File: src/hdl/dq_pkg.sv
// Shared types and codes for the double-ended queue.
package dq_pkg;

	localparam int DEPTH_DEF = 16;
	localparam int WORD_W    = 32;

	localparam logic [2:0] KIND_PUSH_FRONT = 3'd0;
	localparam logic [2:0] KIND_PUSH_BACK  = 3'd1;
	localparam logic [2:0] KIND_DROP_FRONT = 3'd2;
	localparam logic [2:0] KIND_DROP_BACK  = 3'd3;
	localparam logic [2:0] KIND_DUMP       = 3'd4;

	localparam logic [2:0] ST_DONE    = 3'd0;
	localparam logic [2:0] ST_ELEMENT = 3'd1;
	localparam logic [2:0] ST_FULL    = 3'd2;
	localparam logic [2:0] ST_CLIPPED = 3'd3;
	localparam logic [2:0] ST_EMPTY   = 3'd4;

	typedef struct packed {
		logic [2:0]               kind;
		logic signed [WORD_W-1:0] value;
		logic [6:0]               count;
	} in_t;

	typedef struct packed {
		logic signed [WORD_W-1:0] value_res;
		logic [2:0]               status;
		logic                     last;
	} out_t;

	// per-cell controls: shift toward back, shift toward front, load pushed word
	typedef struct packed {
		logic shr;
		logic shl;
		logic ld;
	} cell_ctl_t;

endpackage

File: src/hdl/double_ended_queue.sv
// Double-ended queue of signed words kept in a chain of shifting cells.
//
// Input channel in_valid/in_stall/in_word carries one operation word:
// push front, push back, drop front, drop back or dump back to front.
// Output channel out_valid/out_stall/out_word returns results through a
// single output register. Cell 0 always holds the front word.
// Push, drop back, dump of an empty queue and unknown kinds: one result,
// registered in the cycle after acceptance; the next word is taken the
// following cycle unless out_stall holds it: one word per cycle.
// Drop front of n words: the status result is registered on acceptance,
// and the chain then shifts one place per cycle; the input is blocked
// until it has shifted n places (n clipped to the stored count).
// Dump of k words: k results back to front, one per cycle while out_stall
// is low, the last one flagged; the input waits until it is registered.
// The output register holds while out_stall is high; work that needs the
// register waits, and in_stall is raised whenever it cannot take a result.
// Reset empties the queue (front at cell 0, count zero) and clears the
// output valid; cell contents are don't-care until written.
module double_ended_queue #(
	parameter int DEPTH = dq_pkg::DEPTH_DEF
) (
	input  logic         clk,
	input  logic         arst_n,
	input  logic         in_valid,
	output logic         in_stall,
	input  dq_pkg::in_t  in_word,
	output logic         out_valid,
	input  logic         out_stall,
	output dq_pkg::out_t out_word
);
	import dq_pkg::*;

	localparam int CW = $clog2(DEPTH + 1);
	localparam int IW = (DEPTH > 1) ? $clog2(DEPTH) : 1;
	localparam logic [CW-1:0] FULL_CNT = CW'(DEPTH);

	typedef enum logic [2:0] {
		S_IDLE  = 3'b001,
		S_SHIFT = 3'b010,
		S_DUMP  = 3'b100
	} state_t;

	state_t                   state_q;
	logic [CW-1:0]            count_q;
	logic [CW-1:0]            shift_q;
	logic [IW-1:0]            idx_q;
	logic                     out_valid_q;
	out_t                     out_q;

	logic                     slot_free;
	logic                     accept;
	logic                     full;
	logic                     clip;
	logic [CW-1:0]            drop_n;
	logic [2:0]               res_status;
	logic                     dump_go;
	logic                     emit;
	cell_ctl_t                cell_ctl  [DEPTH];
	logic signed [WORD_W-1:0] cell_data [DEPTH];

	assign slot_free = !out_valid_q || !out_stall;
	assign in_stall  = (state_q != S_IDLE) || !slot_free;
	assign accept    = in_valid && !in_stall;
	assign full      = (count_q == FULL_CNT);
	assign clip      = (8'(in_word.count) > 8'(count_q));
	assign drop_n    = clip ? count_q : CW'(in_word.count);
	assign dump_go   = accept && (in_word.kind == KIND_DUMP) && (count_q != '0);
	assign emit      = (state_q == S_DUMP) && slot_free;

	always_comb begin
		res_status = ST_DONE;
		case (in_word.kind)
			KIND_PUSH_FRONT, KIND_PUSH_BACK: begin
				if (full) res_status = ST_FULL;
			end
			KIND_DROP_FRONT, KIND_DROP_BACK: begin
				if (clip) res_status = ST_CLIPPED;
			end
			KIND_DUMP: begin
				if (count_q == '0) res_status = ST_EMPTY;
			end
			default: res_status = ST_DONE;
		endcase
	end

	for (genvar i = 0; i < DEPTH; i++) begin : g_cell
		logic signed [WORD_W-1:0] left_w;
		logic signed [WORD_W-1:0] right_w;

		if (i == 0) begin : g_head
			assign left_w = in_word.value;
		end else begin : g_body
			assign left_w = cell_data[i-1];
		end
		if (i == DEPTH - 1) begin : g_tail
			assign right_w = '0;
		end else begin : g_mid
			assign right_w = cell_data[i+1];
		end

		assign cell_ctl[i].shr = accept && (in_word.kind == KIND_PUSH_FRONT) && !full;
		assign cell_ctl[i].shl = (state_q == S_SHIFT);
		assign cell_ctl[i].ld  = accept && (in_word.kind == KIND_PUSH_BACK) && !full
			&& (count_q == CW'(i));

		dq_cell u_cell (
			.clk        (clk),
			.ctl        (cell_ctl[i]),
			.push_value (in_word.value),
			.left       (left_w),
			.right      (right_w),
			.data       (cell_data[i])
		);
	end

	// control: queue count, front shifting and dump walk
	always_ff @(posedge clk or negedge arst_n) begin
		if (!arst_n) begin
			state_q <= S_IDLE;
			count_q <= '0;
			shift_q <= '0;
			idx_q   <= '0;
		end else begin
			case (state_q)
				S_IDLE: begin
					if (accept) begin
						case (in_word.kind)
							KIND_PUSH_FRONT, KIND_PUSH_BACK: begin
								if (!full) count_q <= count_q + CW'(1);
							end
							KIND_DROP_FRONT: begin
								count_q <= count_q - drop_n;
								shift_q <= drop_n;
								if (drop_n != '0) state_q <= S_SHIFT;
							end
							KIND_DROP_BACK: begin
								count_q <= count_q - drop_n;
							end
							KIND_DUMP: begin
								if (dump_go) begin
									idx_q   <= IW'(count_q - CW'(1));
									state_q <= S_DUMP;
								end
							end
							default: ;
						endcase
					end
				end
				S_SHIFT: begin
					shift_q <= shift_q - CW'(1);
					if (shift_q == CW'(1)) state_q <= S_IDLE;
				end
				S_DUMP: begin
					if (emit) begin
						idx_q <= idx_q - IW'(1);
						if (idx_q == '0) state_q <= S_IDLE;
					end
				end
				default: state_q <= S_IDLE;
			endcase
		end
	end

	always_ff @(posedge clk or negedge arst_n) begin
		if (!arst_n) begin
			out_valid_q <= 1'b0;
		end else if ((accept && !dump_go) || emit) begin
			out_valid_q <= 1'b1;
		end else if (!out_stall) begin
			out_valid_q <= 1'b0;
		end
	end

	always_ff @(posedge clk) begin
		if (emit) begin
			out_q.value_res <= cell_data[idx_q];
			out_q.status    <= ST_ELEMENT;
			out_q.last      <= (idx_q == '0);
		end else if (accept && !dump_go) begin
			out_q.value_res <= '0;
			out_q.status    <= res_status;
			out_q.last      <= 1'b1;
		end
	end

	assign out_valid = out_valid_q;
	assign out_word  = out_q;

endmodule

File: src/hdl/dq_cell.sv
// One storage cell of the queue chain; takes a word from either neighbor or the input.
module dq_cell (
	input  logic                              clk,
	input  dq_pkg::cell_ctl_t                 ctl,
	input  logic signed [dq_pkg::WORD_W-1:0]  push_value,
	input  logic signed [dq_pkg::WORD_W-1:0]  left,
	input  logic signed [dq_pkg::WORD_W-1:0]  right,
	output logic signed [dq_pkg::WORD_W-1:0]  data
);
	import dq_pkg::*;

	logic signed [WORD_W-1:0] data_q;

	always_ff @(posedge clk) begin
		if (ctl.ld) begin
			data_q <= push_value;
		end else if (ctl.shr) begin
			data_q <= left;
		end else if (ctl.shl) begin
			data_q <= right;
		end
	end

	assign data = data_q;

endmodule

File: config.mk
export PLATFORM = sky130hd
export DESIGN_NAME = double_ended_queue
export DESIGN_NICKNAME = d
export VERILOG_FILES = /design/src/hdl/dq_pkg.sv /design/src/hdl/double_ended_queue.sv /design/src/hdl/dq_cell.sv
export SDC_FILE = /design/constraint.sdc
export NUM_CORES = 1
export LEC_CHECK = 0
export ABC_CLOCK_PERIOD_IN_PS = 11050
export BUFFER_PORTS_ARGS = -buffer_cell sky130_fd_sc_hd__buf_2
export CELL_PAD_IN_SITES_DETAIL_PLACEMENT = 2
export CELL_PAD_IN_SITES_GLOBAL_PLACEMENT = 2
export CORE_ASPECT_RATIO = 2
export CORE_UTILIZATION = 48
export DETAILED_ROUTE_END_ITERATION = 7
export HOLD_SLACK_MARGIN = 0.05
export PLACE_DENSITY = 0.89
export SLEW_MARGIN = 25
export SYNTH_ARGS = -nofsm -noshare
export SYNTH_HDL_FRONTEND = slang
export SYNTH_HIERARCHICAL = 1
export SYNTH_SLANG_ARGS = --single-unit
File: constraint.sdc
create_clock -name clk -period 11.05 [get_ports clk]
set_clock_uncertainty 0.1 [all_clocks]
set_input_delay 3.315 -clock clk [delete_from_list [all_inputs] [get_ports clk]]
set_output_delay 3.315 -clock clk [all_outputs]
set_load 0.05 [all_outputs]
**Yosys cells after proc, flatten, opt, wreduce, memory -nomap -nowiden**

Index checks and enable logic that the tools add are counted.

- Reduce and logical (&&, ||, !) cells: 65
- Bitwise operators: 1
- Eq/ne operators: 37
- Order comparisons: 2
- Mux-type cells: 78
- $add $sub $neg: 5

Operators with widths:

| cell | number |
|---|---|
| 2-to-1 mux 32 bit | 50 |
| binary-select mux 32 bit (select 4 bit) | 1 |
| 2-to-1 mux 36 bit | 2 |
| nonzero test 3 bit | 16 |
| == test 5 x 4 -> 1 bit (second input constant) | 8 |
| logical AND 1 bit | 25 |
| 2-to-1 mux 3 bit | 7 |
| == test 5 x 3 -> 1 bit (second input constant) | 4 |
| 2-to-1 mux 5 bit | 4 |
| case mux 5 bit (2 select lines) | 2 |
| case mux 3 bit (3 select lines) | 2 |
| 2-to-1 mux 4 bit | 4 |
| == test 5 x 1 -> 1 bit (second input constant) | 2 |
| == test 5 x 2 -> 1 bit (second input constant) | 2 |
| inequality test 2 bit (second input constant) | 5 |
| nonzero test 5 bit | 2 |
| == test 3 x 2 -> 1 bit (second input constant) | 3 |
| inequality test 2 x 1 -> 1 bit (second input constant) | 4 |
| case mux 4 bit (2 select lines) | 1 |
| nonzero test 2 bit | 4 |
| subtractor 4 x 1 -> 4 bit (second input constant) | 2 |
| > comparator 7 x 5 -> 1 bit | 1 |
| AND reduction 7 bit | 1 |
| == test 3 x 1 -> 1 bit (second input constant) | 2 |
| 22 further kinds | 34 |

- Register bits: 566
- Word-level logic and storage cells: 212
- Bits of input ports: 46

**Depth between registers and ports, before layout**

Gate-level depths: netlist of run 1.

- Word-level depth: 12
- Depth in mapped cells: 16
- Gate-level depth less buffers: 15

**Modules after synthesis**

The synthesis of run 1 kept the hierarchy.

Modules (own cells, without submodules):

| module | sequential area each (um^2) | cells each | times used | area each (um^2) |
|---|---|---|---|---|
| dq_cell | 960.9 | 140 | 16 | 1672.9 |
| double_ended_queue | 1502.7 | 492 | 1 | 6800.3 |

**Worst setup path before layout of run 1**

Ideal clock, no wire load.

- Path type: in2reg
- Start: input out_stall
- End: register g_cell[0].u_cell.data_q[0], enable pin
- Arrival: 7535 ps
- Stages: 7
- Path slack: 3025 ps
- Setup time: 390 ps
- Path through: nand2_1 nand3_2 or2_1 buf_2 nor4b_1 buf_6 or3_1

RTL lines:

| what | line | source |
|---|---|---|
| start: declaration | double_ended_queue.sv:28 | `input logic out_stall,` |
| end signal: assignment | dq_cell.sv:16 | `data_q <= push_value;` |
| end signal: assignment | dq_cell.sv:18 | `data_q <= left;` |
| end signal: assignment | dq_cell.sv:20 | `data_q <= right;` |
| end: declaration | dq_cell.sv:12 | `logic signed [WORD_W-1:0] data_q;` |

**Final worst setup path of run 1**

- Start: input out_stall
- End: output in_stall

- Longest elaborated chain between the ends: 4

Ends and longest elaborated chain:

| what | line | source |
|---|---|---|
| logical NOT 1 bit | -- |  |
| logical OR 1 bit | double_ended_queue.sv:61 | `assign slot_free = !out_valid_q \|\| !out_stall;` |
| logical NOT 1 bit | double_ended_queue.sv:62 | `assign in_stall = (state_q != S_IDLE) \|\| !slot_free;` |
| logical OR 1 bit | double_ended_queue.sv:62 |  |
| end: declaration | double_ended_queue.sv:25 | `output logic in_stall,` |

Every way passes these cells.

==> summary.md, run 1 <==
| Metric | Value |
|---|---|
| Worst Hold Class | reg -> reg |
| Clock-pin slew on the worst setup and hold paths | around 0.070 ns |
| Final hold violation count | 0 |
| Cell Area, Synth | about 0.034 mm2 |
| Initial antenna violation count | 21 |
| Worst reg-to-reg setup slack | slightly above 6 ns |
| Static Leak | slightly above 10 nW |
| Post-layout util | between 50 and 60% |
| Final nets | between 2,000 and 3,000 |
| Async SR Flop Fraction | around 3.2% |
| Tmin final | between 7 and 8 ns |
| R2R cell count | 8 |
| Core Area | between 0.06 and 0.07 mm2 |
| Inserted Clock Buffers | 53 |
| Drt first pass iters | 5 |
| I/O Buffers | 83 |
| Worst setup SP type | primary input |
| Post-CTS setup buffer count | 0 |
| Worst r2r src | state_q[0] |
| Die X-Extent | roughly 190 um |
| Gate Count Post-Synth | ~2,700 |
| Worst Tran Pin Value | between 1 and 1.5 ns |
| Layout cells sized above 1 | about 15% |
| CTS Hold Bufs | 0 |
| YS warnings | 6 |
| Htree depth | 2 |
| Worst hold path depth | 2 |
| Cell row count | around 140 |
| Die height | 376.0 um |
| First-pass GRT wire length | 182,500 um |
| Worst hold endpoint | out_word[1] |
| Hpwl dp | about 79,000 um |
| Max-Cap Viols | 0 |
| Drc violations | 0 |
| Final TNS setup | 0 ns |
| RePlAce Congestion | between 0.8 and 0.9 |
| CP required | about 7.6 ns |
| F_max | between 100 and 150 MHz |
| Largest net degree at the start of global routing | between 100 and 150 |
| Hold Crit Start | out_word[1] |
| DRT iter0 DRCs | roughly 2,200 |
| Count of flip-flops with a built-in enable after synthesis | between 500 and 600 |
| Max Root-Sink Buffers | 3 |
| Final setup vio count | 0 |
| Routed wire length | ~120,000 um |
| CTS resizes | 0 |
| Critical Path End Type | primary output |
| Via-to-Cell Ratio | about 6.7 |
| Setup CP Type | in -> out |
| DR WL/cell | 33.33 um |
| Predominant post-synthesis flop cell | edfxtp_1 |
| Hold slack | 0.4250 ns |
| Die area | slightly above 0.07 mm2 |
| CTS root buf | clkbuf_16 |
| Initial Util | between 40% and 50% |
| WP data arrival | around 3.9 ns |
| Fin crit share | approximately 67% |
| Io pins | 84 |
| CTS tree | built |
| Tot GR Track Use | about 35% |
| Crit path max fanout | 6 |
| Worst slew margin relative to its limit | slightly above 30% |
| Vias in the first global route | approximately 27,000 |
| Final antenna-violating net count | 0 |
| Peak supply drop | 151.2 uV |
| DR vias | about 24,000 |
| Sequential area share after synthesis | roughly 50% |
| Grt total ovfl | 0 |
| Synthesis-to-layout area growth | 5.696% |
| Register bit total from synthesis | around 570 |
| Post-synthesis cell type count | 61 |
| # clock sinks | 566 |
| Mapped Avg Cell Area | 12.29 um2 |
| Final WS setup | around 3.7 ns |
| Status | finished clean |
| Place WS | roughly 3.5 ns |
| Final Slew Violations | 0 |
| Latest clock arrival within the worst-skew pair | ~0.63 ns |
| Unrepaired setup endpoints after global routing | no |
| PwrDens | approximately 180 mW/mm2 |
| Reg-to-Reg End | g_cell[3].u_cell/data[30] |
-- critical path: stages --
cell and delay (ns):
buf_2 0.08, nand2_1 0.16, nand2_1 0.12, buf_2 0.27
-- area by class of cell --
type / count / area (um2)
Fill cell: 6492 / 33440
Clock inverter: 33 / 257.7
Multi-Input combinational cell: 1957 / 15000
Tap cell: 897 / 1122
Clock buffer: 65 / 1444
Sequential cell: 566 / 16890
Timing Repair Buffer: 115 / 696.9
Antenna cell: 6 / 15.01
Inverter: 15 / 56.30
-- cells in the final DEF (no fill, tap or decap), types with 4 or more instances in the layout --
cell / instances
clkbuf_1: 7
or3_2: 16
nand3_1: 9
nand2_1: 533
nor2_4: 12
buf_4: 28
inv_1: 15
dfrtp_1: 13
buf_2: 83
nor2b_1: 36
o211ai_1: 4
a21oi_1: 11
diode_2: 6
bufinv_16: 4
nor3_2: 4
mux2i_1: 517
o21ai_1: 482
nor2_1: 15
nand4_1: 4
clkinv_1: 13
clkinv_2: 13
mux4_2: 160
edfxtp_1: 545
conb_1: 32
clkbuf_16: 55
o21ai_0: 45
nand2b_1: 7
ha_1: 12
-- how the worst max path moves through the flow --
stage,end,cells past startpoint,from
after floorplan,g_cell[0].u_cell/data[0],7,out_stall
after global placement,g_cell[3].u_cell/data[20],8,out_stall
after detailed placement,g_cell[3].u_cell/data[30],8,out_stall
after CTS,in_stall,4,out_stall
after global routing,in_stall,4,out_stall
final,in_stall,4,out_stall
-- sequential cells by signal, summed over array words and instances (netlist names) --
register	cells
shift_q	5
state_q	3
g_cell.u_cell/data	512
out_valid	1
count_q	5
out_word	36
idx_q	4
-- metal layers --
| layer | vias to the layer above | part of all wire [%] | global-route usage, % |
|---|---|---|---|
| met5 | - | 0.075 | 0 |
| met4 | 14 | 4.6 | 14.74 |
| met3 | 293 | 5.2 | 4.479 |
| met2 | 999 | 52 | 61.36 |
| met1 | 12980 | 38 | 41.69 |
| li1 | 10190 | - | - |
-- Yosys cell counts (2+ instances only) --
cell,number,area share [%]
ha_1,12,0.45
inv_1,15,0.17
buf_6,17,0.57
o21bai_1,2,0.045
o22ai_1,3,0.056
o211ai_1,4,0.089
a21oi_1,11,0.16
mux2i_1,517,15
nor2b_1,36,0.67
mux2_2,2,0.067
buf_1,10,0.11
and2_1,3,0.056
nand3b_1,2,0.045
o21ai_1,482,7.2
buf_12,48,2.9
xor2_1,2,0.052
or3_1,19,0.35
a21o_1,2,0.045
mux4_2,160,11
nor3_1,6,0.089
dfxtp_1,3,0.18
o211a_1,2,0.060
nor2_1,27,0.30
clkbuf_1,37,0.41
nand2b_1,7,0.13
nand3_1,9,0.13
nor3b_1,3,0.067
o21ai_0,45,0.67
dfrtp_1,17,1.3
edfxtp_1,545,49
a2bb2oi_1,2,0.052
o221a_2,3,0.10
nor3b_2,2,0.075
nand2_1,535,6.0
buf_2,113,1.7
nand4_1,4,0.075
-- where the power goes --
part / switching [mW] / internal [mW]
Combinational: 1.04 / 0.817
Clock: 0.890 / 1.02
Sequential: 0.224 / 2.49
-- logic make-up (layout without fill, tap and decap cells) --
| kind of cell | Yosys count | after routing | synth area share [%] |
|---|---|---|---|
| DFF | 566 | 566 | 50.28 |
| other | 1 | 38 | 0.01117 |
| muxes | 679 | 679 | 26.22 |
| and+or+nand+nor | 663 | 663 | 8.298 |
| buffers and inverters | 240 | 228 | 5.811 |
| adders and majority gates | 13 | 13 | 0.5069 |
| AOI/OAI and AO/OA | 567 | 567 | 8.793 |
| xor gates and xnor gates | 3 | 3 | 0.07829 |
-- metrics by stage --
stage	area (um2)	cells	total power, mW
floorplan	33680	2763	3.917
global placement	33730	3549	4.411
detailed placement	33730	3549	4.532
CTS	35440	3647	6.472
global route	35480	3653	6.630
finish	35480	3654	6.476
No activity file was read; power rests on OpenSTA's default activity.
==> inputs of run 2 (changes only) <==
--- a/config.mk
+++ b/config.mk
@@ -5,15 +5,16 @@
 export SDC_FILE = /design/constraint.sdc
 export NUM_CORES = 1
 export LEC_CHECK = 0
-export ABC_CLOCK_PERIOD_IN_PS = 11050
+export ABC_AREA = 1
+export ABC_CLOCK_PERIOD_IN_PS = 6900
 export BUFFER_PORTS_ARGS = -buffer_cell sky130_fd_sc_hd__buf_2
 export CELL_PAD_IN_SITES_DETAIL_PLACEMENT = 2
 export CELL_PAD_IN_SITES_GLOBAL_PLACEMENT = 2
 export CORE_ASPECT_RATIO = 2
-export CORE_UTILIZATION = 48
+export CORE_UTILIZATION = 37
 export DETAILED_ROUTE_END_ITERATION = 7
 export HOLD_SLACK_MARGIN = 0.05
-export PLACE_DENSITY = 0.89
+export PLACE_DENSITY = 0.84
 export SLEW_MARGIN = 25
 export SYNTH_ARGS = -nofsm -noshare
 export SYNTH_HDL_FRONTEND = slang
==> constraint.sdc (replaced) <==
create_clock -name clk -period 6.9 [get_ports clk]
set_clock_uncertainty 0.1 [all_clocks]
set_input_delay 2.07 -clock clk [delete_from_list [all_inputs] [get_ports clk]]
set_output_delay 2.07 -clock clk [all_outputs]
set_load 0.05 [all_outputs]
==> run 2 against run 1 <==
  * First-iteration DRC count up 3.4%
  * Cell area up 16%
  * Synthesized cell count up 100%
  * Cell count up 87%
  * Sequential power up 110%
  * Global-route usage down 5.1 points
  * Core utilization down 12 points
  * Combinational power rose to 3.0 times the previous value
  * Critical path depth up 8
  * Flip-flop and latch count unchanged
  * Sequential share of layout area down 6.6 points
  * Total power up 130%
  * Largest power group unchanged
==> summary.md, run 2 <==
| Metric | Value |
|---|---|
| Status | finished clean |
| Clk pwr share | 22.8% (-6.7 points) |
| Busiest layer in global routing | met2 |
| CP required | 7.14 ns (-0.50 ns) |
| Worst setup SP type | primary input |
| Core Area | 0.1034 mm2 (+50%) |
| Die height | 458.7 um (+22%) |
| Sw Pwr | 6.345 mW (+200%) |
| Tmin final | ~4.8 ns |
| Worst Tran Pin Value | 1.016 ns (-0.02937 ns) |
| Via-to-Cell Ratio | 5.383 (-20%) |
| DR WL/cell | 22.90 um (-31%) |
| Grt total ovfl | 0 (unchanged) |
| Most common cell after layout, fill and taps aside | nand2_1 |
| Tot GR Track Use | 29.45% (-5.1 points) |
| Predominant post-synthesis flop cell | edfxtp_1 |
| Final antenna-violating net count | 0 (unchanged) |
| Cell class contributing the biggest share of worst-path delay | simple AND/OR/NAND/NOR gates |
| Routed wire length | 156,300 um (+28%) |
| First-pass GRT wire length | 239,700 um (+31%) |
| Mapped Avg Cell Area | 6.983 um2 (-43%) |
| Final WS setup | 2.064 ns (-1.627 ns) |
| Htree depth | 2 (unchanged) |
| CTS resizes | 0 (unchanged) |
| Final TNS setup | 0 ns (unchanged) |
| Inserted Clock Buffers | 58 (+9.4%) |
| Static Leak | 20.41 nW (+98%) |
| Worst slew margin relative to its limit | 32.09% (+1.8 points) |
| Combinational power share | 37.9% (+9.3 points) |
| Synth area leaders | edfxtp_1 (42%), nand2_1 (21%), inv_1 (10%) |
| Initial antenna violation count | 4 (-81%) |
| Crit path max fanout | 33 (+27) |
| Place WS | 1.410 ns (-2.107 ns) |
| Die area | 0.1056 mm2 (+49%) |
| Post-synth top area cell | edfxtp_1 |
| Sw frac | 43.41% (+10 points) |
| Async SR Flop Fraction | 3.180% (unchanged) |
| RePlAce Congestion | 0.8501 (+3.8%) |
| Worst Hold Class | reg -> reg |
| Layout cells sized above 1 | 5.516% (-9.3 points) |
| Buffers & Inverters on Critical Path | 5 (+3) |
| Cell Area, Synth | 0.03858 mm2 (+15%) |
| Internal power | 8.269 mW (+91%) |
| CTS root buf | clkbuf_16 |
| Gate Count Post-Synth | 5,525 (+100%) |
| YS warnings | 6 (unchanged) |
| Clock-pin slew on the worst setup and hold paths | 0.07 ns (about the same) |
| Top cell type's share of synthesized area | 42.42% (-6.3 points) |
| Latest clock arrival within the worst-skew pair | 0.68 ns (+0.05 ns) |
| Sequential area share after synthesis | 43.75% (-6.5 points) |
| Met3 Usage GRT | 2.466% (-2.0 points) |
| CP max stage delay | 0.46 ns (+0.19 ns) |
| I/O Buffers | 83 (unchanged) |
| Unrepaired setup endpoints after global routing | no |
| Final setup vio count | 0 (unchanged) |
| WP data arrival | 5.07 ns (+1.13 ns) |
| Most used cell, CP | nand2_1 |
| Most frequent cells in the layout | nand2_1 (2,156), inv_1 (1,059), nand3_1 (549), edfxtp_1 (545), nor2_1 (294) |
| PwrDens | 355.2 mW/mm2 (+95%) |
| # clock sinks | 566 (unchanged) |
| Power share of the sequential group | 39.2% (-2.7 points) |
| Peak supply drop | 276.9 uV (+83%) |
| DRT iter0 DRCs | 2,264 (+3.4%) |
| Final Slew Violations | 0 (unchanged) |
| Setup CP Type | in -> reg |
| Register bit total from synthesis | 566 (unchanged) |
| Io pins | 84 (unchanged) |
| Max FFs per register | 512 (unchanged) |
| M1 GR Usage | 32.48% (-9.2 points) |
| Critical Path End Type | flip-flop |
| Count leader, synth | nand2_1 |
| Synthesis-to-layout area growth | 6.629% |
| Hpwl dp | 105,500 um (+34%) |
| Met2 usage | 56.68% (-4.7 points) |
| Worst path slowest cell | nand2_1 |
| Post-synthesis cell type count | 41 (-33%) |
| Vias in the first global route | 41,010 (+52%) |
| Max-Cap Viols | 0 (unchanged) |
| Critical-path cell list | buf_2 > nand2_1 > nand3_2 > inv_2 > nand3_2 > nor3_4 > nand2_1 > nor2_2 > buf_4 > inv_4 > nand2_1 > buf_4 |
| Drc violations | 0 (unchanged) |
| Final-layout fill cell count | 12,490 (+92%) |
| F_max | about 210 MHz |
| CTS tree | built |
| Largest net degree at the start of global routing | 167 (+29%) |
| DR vias | 36,750 (+50%) |
| Fin crit share | between 70% and 80% |
| Post-CTS setup buffer count | 0 (unchanged) |
| Max Root-Sink Buffers | 3 (unchanged) |
| Most instantiated cells after synthesis | nand2_1 (2,171), inv_1 (1,059), nand3_1 (549) |
| Drt first pass iters | 6 (+1) |
| Die X-Extent | 230.3 um (+22%) |
| Initial Util | 37.30% (-11 points) |
| Final nets | 5,485 (+98%) |
| CTS Hold Bufs | 0 (unchanged) |
| Count of flip-flops with a built-in enable after synthesis | 545 (unchanged) |
| Cell row count | 167 (+23%) |
| Final hold violation count | 0 (unchanged) |
[run 2: cell count changes in the layout (fill, tap and decap cells not counted), moves of 202 or more]
cell and delta:
inv_1 +1044, nor2_1 +279, o21ai_0 +202, nand3_1 +540
o21ai_1 -482, mux2i_1 -505, nand2_1 +1623
[run 2: logic make-up after synthesis]
| kind of cell | after synthesis | synth area share (%) |
|---|---|---|
| buffers and inverters | 1423 | 16.72 |
| xor gates and xnor gates | 7 | 0.1589 |
| muxes | 12 | 0.3113 |
| AOI/OAI and AO/OA | 457 | 6.982 |
| adders and majority gates | 13 | 0.4410 |
| and+or+nand+nor | 3046 | 31.63 |
| DFF | 566 | 43.75 |
| other | 1 | 0.009720 |
[run 2: path summary, 6_finish.rpt]
path / from / endpoint / slack [ns] / depth (start not counted)
max in group asynchronous: arst_n / idx_q[1] / 5.05 / 1
hold reg to reg: out_word[2] / out_word[2] / 0.37 / 2
min in group asynchronous: arst_n / out_valid / 1.25 / 1
setup / recovery: out_stall / g_cell[8].u_cell/data[5] / 2.06 / 12
hold / removal: out_word[2] / out_word[2] / 0.37 / 2
setup reg to reg: state_q[0] / g_cell[8].u_cell/data[5] / 2.82 / 12
[run 2: cell type report]
class | count | area [um2] | share of cell area [%]
clock buffers | 90 | 1715 | 4.170
inverters | 1097 | 4208 | 10.23
multi-input cells | 3567 | 15560 | 37.82
well taps | 1352 | 1692 | 4.112
repair buffers | 136 | 915.9 | 2.226
flip-flops and latches | 566 | 16890 | 41.05
clock inverters | 19 | 161.4 | 0.3923
diodes | 1 | 2.502 | 0.006083
[run 2: power groups by stage]
stage | combinational, mW | clock (mW) | sequential (mW)
after floorplan | 3.42 | 0 | 5.63
after global placement | 5.11 | 0 | 5.75
after detailed placement | 5.43 | 0 | 5.79
after CTS | 5.52 | 3.40 | 5.73
after global routing | 6.05 | 3.51 | 5.83
final | 5.54 | 3.33 | 5.73
[run 2: worst register-to-register path: stages, from the launching register on]
cell and delay (ns):
dfstp_2 0.58, inv_2 0.06, nor3_4 0.23, nand3_2 0.17
inv_2 0.12, nand3_2 0.12, nor3_4 0.28, nand2_1 0.36
nor2_2 0.17, buf_4 0.39, inv_4 0.26, nand2_1 0.46
buf_4 0.43
[run 2: through the flow]
stage               cells  instance area (um2)  util (%)  power, mW  hold slack (ns)
floorplan            5556                38700         -      9.050           0.3743
global placement     6716                39180     37.88      10.86           0.3564
detailed placement   6717                39220     37.92      11.23           0.3469
CTS                  6826                41100     39.74      14.65           0.3767
global route         6828                41140     39.77      15.38           0.3925
finish               6828                41140     39.77      14.61           0.3701
[run 2: routing by layer]
layer / routed length (um) / vias to the layer above / share of wire [%]
met3: 4973 / 306 / 3.2
met2: 85200 / 766 / 54
li1: - / 16830 / -
met5: 13 / - / 0.0083
met4: 5303 / 2 / 3.4
met1: 60850 / 18850 / 39
